**src/hdl/wsld_pkg.sv**
```systemverilog
// Shared constants, types and controller/datapath bundles for the window stability lock detector.
package wsld_pkg;

    localparam int unsigned WINDOW_DEPTH    = 50;
    localparam int unsigned DATA_W          = 32;
    localparam int unsigned PTR_W           = $clog2(WINDOW_DEPTH);
    localparam int unsigned CNT_W           = $clog2(WINDOW_DEPTH + 1);
    localparam int unsigned AXES            = 3;
    localparam int unsigned RAM_W           = AXES * DATA_W;
    localparam logic [DATA_W-1:0] THRESHOLD_RESET = DATA_W'(16777);

    typedef enum logic [2:0] {
        ST_IDLE,
        ST_CHECK,
        ST_SCAN,
        ST_DRAIN,
        ST_DONE
    } t_state;

    typedef struct packed {
        logic accept;
        logic rd_issue;
        logic load_out;
    } t_ctrl_cmd;

    typedef struct packed {
        logic fill_zero;
        logic last_issue;
        logic out_free;
    } t_dp_status;

endpackage

```
**src/hdl/wsld_ctrl.sv**
```systemverilog
// Sequencer: takes an item, walks the filled window, then hands the result to the output register.
module wsld_ctrl (
    input  logic                  i_clk,
    input  logic                  i_rst_n,
    input  logic                  i_in_valid,
    output logic                  o_in_ready,
    input  wsld_pkg::t_dp_status  i_status,
    output wsld_pkg::t_ctrl_cmd   o_cmd
);

    wsld_pkg::t_state r_state;
    wsld_pkg::t_state n_state;

    always_ff @(posedge i_clk) begin
        if (!i_rst_n) begin
            r_state <= wsld_pkg::ST_IDLE;
        end else begin
            r_state <= n_state;
        end
    end

    always_comb begin
        n_state    = r_state;
        o_in_ready = 1'b0;
        o_cmd      = '0;
        case (r_state)
            wsld_pkg::ST_IDLE: begin
                o_in_ready = 1'b1;
                if (i_in_valid) begin
                    o_cmd.accept = 1'b1;
                    n_state      = wsld_pkg::ST_CHECK;
                end
            end
            wsld_pkg::ST_CHECK: begin
                // fill count is updated by now; an empty window skips the walk
                if (i_status.fill_zero) begin
                    n_state = wsld_pkg::ST_DONE;
                end else begin
                    n_state = wsld_pkg::ST_SCAN;
                end
            end
            wsld_pkg::ST_SCAN: begin
                o_cmd.rd_issue = 1'b1;
                if (i_status.last_issue) begin
                    n_state = wsld_pkg::ST_DRAIN;
                end
            end
            wsld_pkg::ST_DRAIN: begin
                // last read word is folded into min/max here
                n_state = wsld_pkg::ST_DONE;
            end
            wsld_pkg::ST_DONE: begin
                if (i_status.out_free) begin
                    o_cmd.load_out = 1'b1;
                    n_state        = wsld_pkg::ST_IDLE;
                end
            end
            default: begin
                n_state = wsld_pkg::ST_IDLE;
            end
        endcase
    end

endmodule

```
**config.mk**
```make
export PLATFORM = sky130hd
export DESIGN_NAME = wsld_ctrl
export DESIGN_NICKNAME = d
export VERILOG_FILES = /design/src/hdl/wsld_pkg.sv /design/src/hdl/wsld_ctrl.sv
export SDC_FILE = /design/constraint.sdc
export NUM_CORES = 1
export LEC_CHECK = 0
export BUFFER_PORTS_ARGS = -buffer_cell sky130_fd_sc_hd__buf_2
export CORE_AREA = 5 5 42 44
export DETAILED_ROUTE_END_ITERATION = 8
export DIE_AREA = 0 0 47 49
export SYNTH_ARGS = -nofsm -noshare
export SYNTH_HDL_FRONTEND = slang
export SYNTH_SLANG_ARGS = --single-unit
```
**constraint.sdc**
```tcl
create_clock -name i_clk -period 1 [get_ports i_clk]
set_input_delay 0.25 -clock i_clk [delete_from_list [all_inputs] [get_ports i_clk]]
set_output_delay 0.25 -clock i_clk [all_outputs]
set_load 0.05 [all_outputs]
```
==> flow_summary_export.csv <==
group,metric,value,unit
run_status,status,"finished with violations",
run_status,violations,"negative setup slack",
sta,setup_violations,4,
logic_synthesis,synth_seq_cells,3,
critical_path,reg2reg_depth,3,
clock_tree,cts_root_buffer,"clkbuf_4",
route,via_per_inst,4.08,
sta,finalWorstSetupSlack,-330,ps
critical_path,start_kind,"flop",
clock_tree,cts_sinks,3,
logic_synthesis,postSynthAreaPerCell,10.8,µm²
global_routing,grt_remaining_overflow,0,
route,vias,200,
global_routing,grt_pass1_vias,254,
logic_synthesis,synth.distinct_cells,10,
floorplan,fp.dieW,47,µm
sta,tns,-1260,ps
final_layout,finalInstanceArea,397,µm²
placement,place_ws,-212,ps
route,drtIter0Drc,1,
sta,drv_slew,0,
global_routing,use_met1,0.0699,
logic_synthesis,synth_fp_nets,21,
floorplan,io_pins,10,
power,seqPwrFrac,0.265,
placement,numPortBuffers,9,
min_path,worstHoldPathCells,2,
power,power.switching,162,µW
sta,rsz0062_at_grt,"yes",
final_layout,drive_gt1_frac,0.818,
route,remaining_drc_errors,0,
critical_path,critical_path_class,"flop to primary output",
critical_path,crit_cells,2,
floorplan,die_area,2300,µm²
global_routing,grt_busiest_layer,"met2",
clock_tree,cts_inserted_buffers,3,
final_layout,reg_top3,"r_state: 3 flops",
critical_path,crit_path_end_kind,"primary output",
sta,fin_crit,1330,ps
clock_tree,postCtsHoldBufs,0,
critical_path,critPathBufInv,1,
power,power_leakage,0.155,nW
final_layout,fin_cells,49,
final_layout,largest_reg_flops,3,
min_path,hold_class,"input port to flop",
logic_synthesis,synth_area,161,µm²
sta,hold_viol,0,
floorplan,coreArea,1400,µm²
global_routing,grt_pass1_wl,1070,µm
logic_synthesis,netlist_instances,15,
placement,gp_congestion,0.611,
final_layout,register_area,71.3,µm²
sta,max_freq,752,MHz
clock_tree,cts_tree,"built",
floorplan,initial_core_util,0.115,
final_layout,fill_cells,157,
final_layout,final_common_cell,"buf_2",
sta,fin_worst_skew,0.115,ps
power,combPwrFrac,0.345,
route,wirelength,554,µm
clock_tree,clock_latency,230,ps
critical_path,slowest_stage,"dfxtp_4",
logic_synthesis,seq_area_frac_synth,0.372,
power,clockPowerShare,0.390,
route,antenna_left,0,
global_routing,grt_max_degree,7,
critical_path,path_max_fanout,6,
power,internal-power,370,µW
critical_path,crit_chain,"and4bb_4 > buf_8",
critical_path,max_stage_delay,370,ps
sta,worst_pin_slew,215,ps
clock_tree,clk_path_buf_depth,2,
global_routing,antenna_found_initial,0,
final_layout,antenna_cells,0,
floorplan,die_height,49,µm
critical_path,crit_family,"flip-flops",
flow_run,maxCapViolCount,0,
placement,dpl_cell_area,282,µm²
critical_path,critical_path_required,750,ps
clock_tree,clk_pin_slew_worst_paths,30,ps
logic_synthesis,synth-warning-count,0,
power,swShare,0.304,
global_routing,track_usage,0.0703,
power,p_total,531,µW
global_routing,met2_usage,0.0950,
route,wl_per_cell,11.3,µm
final_layout,area_delta_synth_final,146,%
sta,fin_crit_sh,1.33,
power,peakVddDrop,0.729,mV
critical_path,cp.arrival,1080,ps
placement,dpl.cell_count,44,
floorplan,rows,14,
clock_tree,ctsHtreeMaxLevel,1,
final_layout,fin_util,0.283,
power,power_per_cell_area,1340,nW/µm²
sta,whs,253,ps
final_layout,final_nets,40,
final_layout,multi_input_area,153,µm²
sta,maxSlewHeadroom,0.853,
final_layout,largest_register,"r_state",
global_routing,gr-usage-met3,0.0627,
route,drtPass1Iterations,2,
==> worst paths after layout <==
path              start    endpoint  slack [ps]
max reg2reg  r_state[1]  r_state[0]          50
min             i_rst_n  r_state[2]         250
max          r_state[1]    o_cmd[0]        -330
min reg2reg  r_state[2]  r_state[1]         490
==> power by group through the flow <==
stage / Combinational (mW) / Clock [mW] / Sequential (mW)
6_report: 0.183 / 0.207 / 0.141
5_1_grt: 0.194 / 0.239 / 0.143
4_1_cts: 0.171 / 0.220 / 0.141
3_5_place_dp: 0.131 / 0 / 0.145
3_3_place_gp: 0.132 / 0 / 0.144
2_1_floorplan: 0.0836 / 0 / 0.145
==> routing by layer <==
layer / wire (µm) / vias to the layer above
met5: 0 / -
met1: 241 / 91
met4: 9 / 0
met3: 68 / 2
li1: - / 95
met2: 234 / 12
==> cell usage after synthesis <==
cell,number,share of area
nor2_1,1,0.023
and4bb_2,1,0.078
nor4b_2,1,0.093
nor3b_1,3,0.14
mux2i_1,2,0.12
and2_1,1,0.039
dfxtp_1,3,0.37
o21a_1,1,0.047
nor4b_1,1,0.054
nor3_1,1,0.031
==> layout make-up <==
cell class,instances,share of cell area
tap,16,0.0505
sequential,3,0.180
clock buffer,4,0.0662
timing repair buffer,14,0.319
multi-input combinational,12,0.385
==> kinds of logic (layout without fill, tap and decap cells) <==
logic type	count (synthesis)	in the layout	share of synthesized area
simple gates	9	9	0.457
flops	3	3	0.372
mux	2	2	0.124
compound gates	1	1	0.0465
buf+inv	0	18	0
==> timing repair <==
action,CTS,global route
pin swaps,2,4
endpoints found under the setup margin,6,7
buffers inserted,1,0
gates resized for setup,16,6
(Power assumes the default switching activity.)
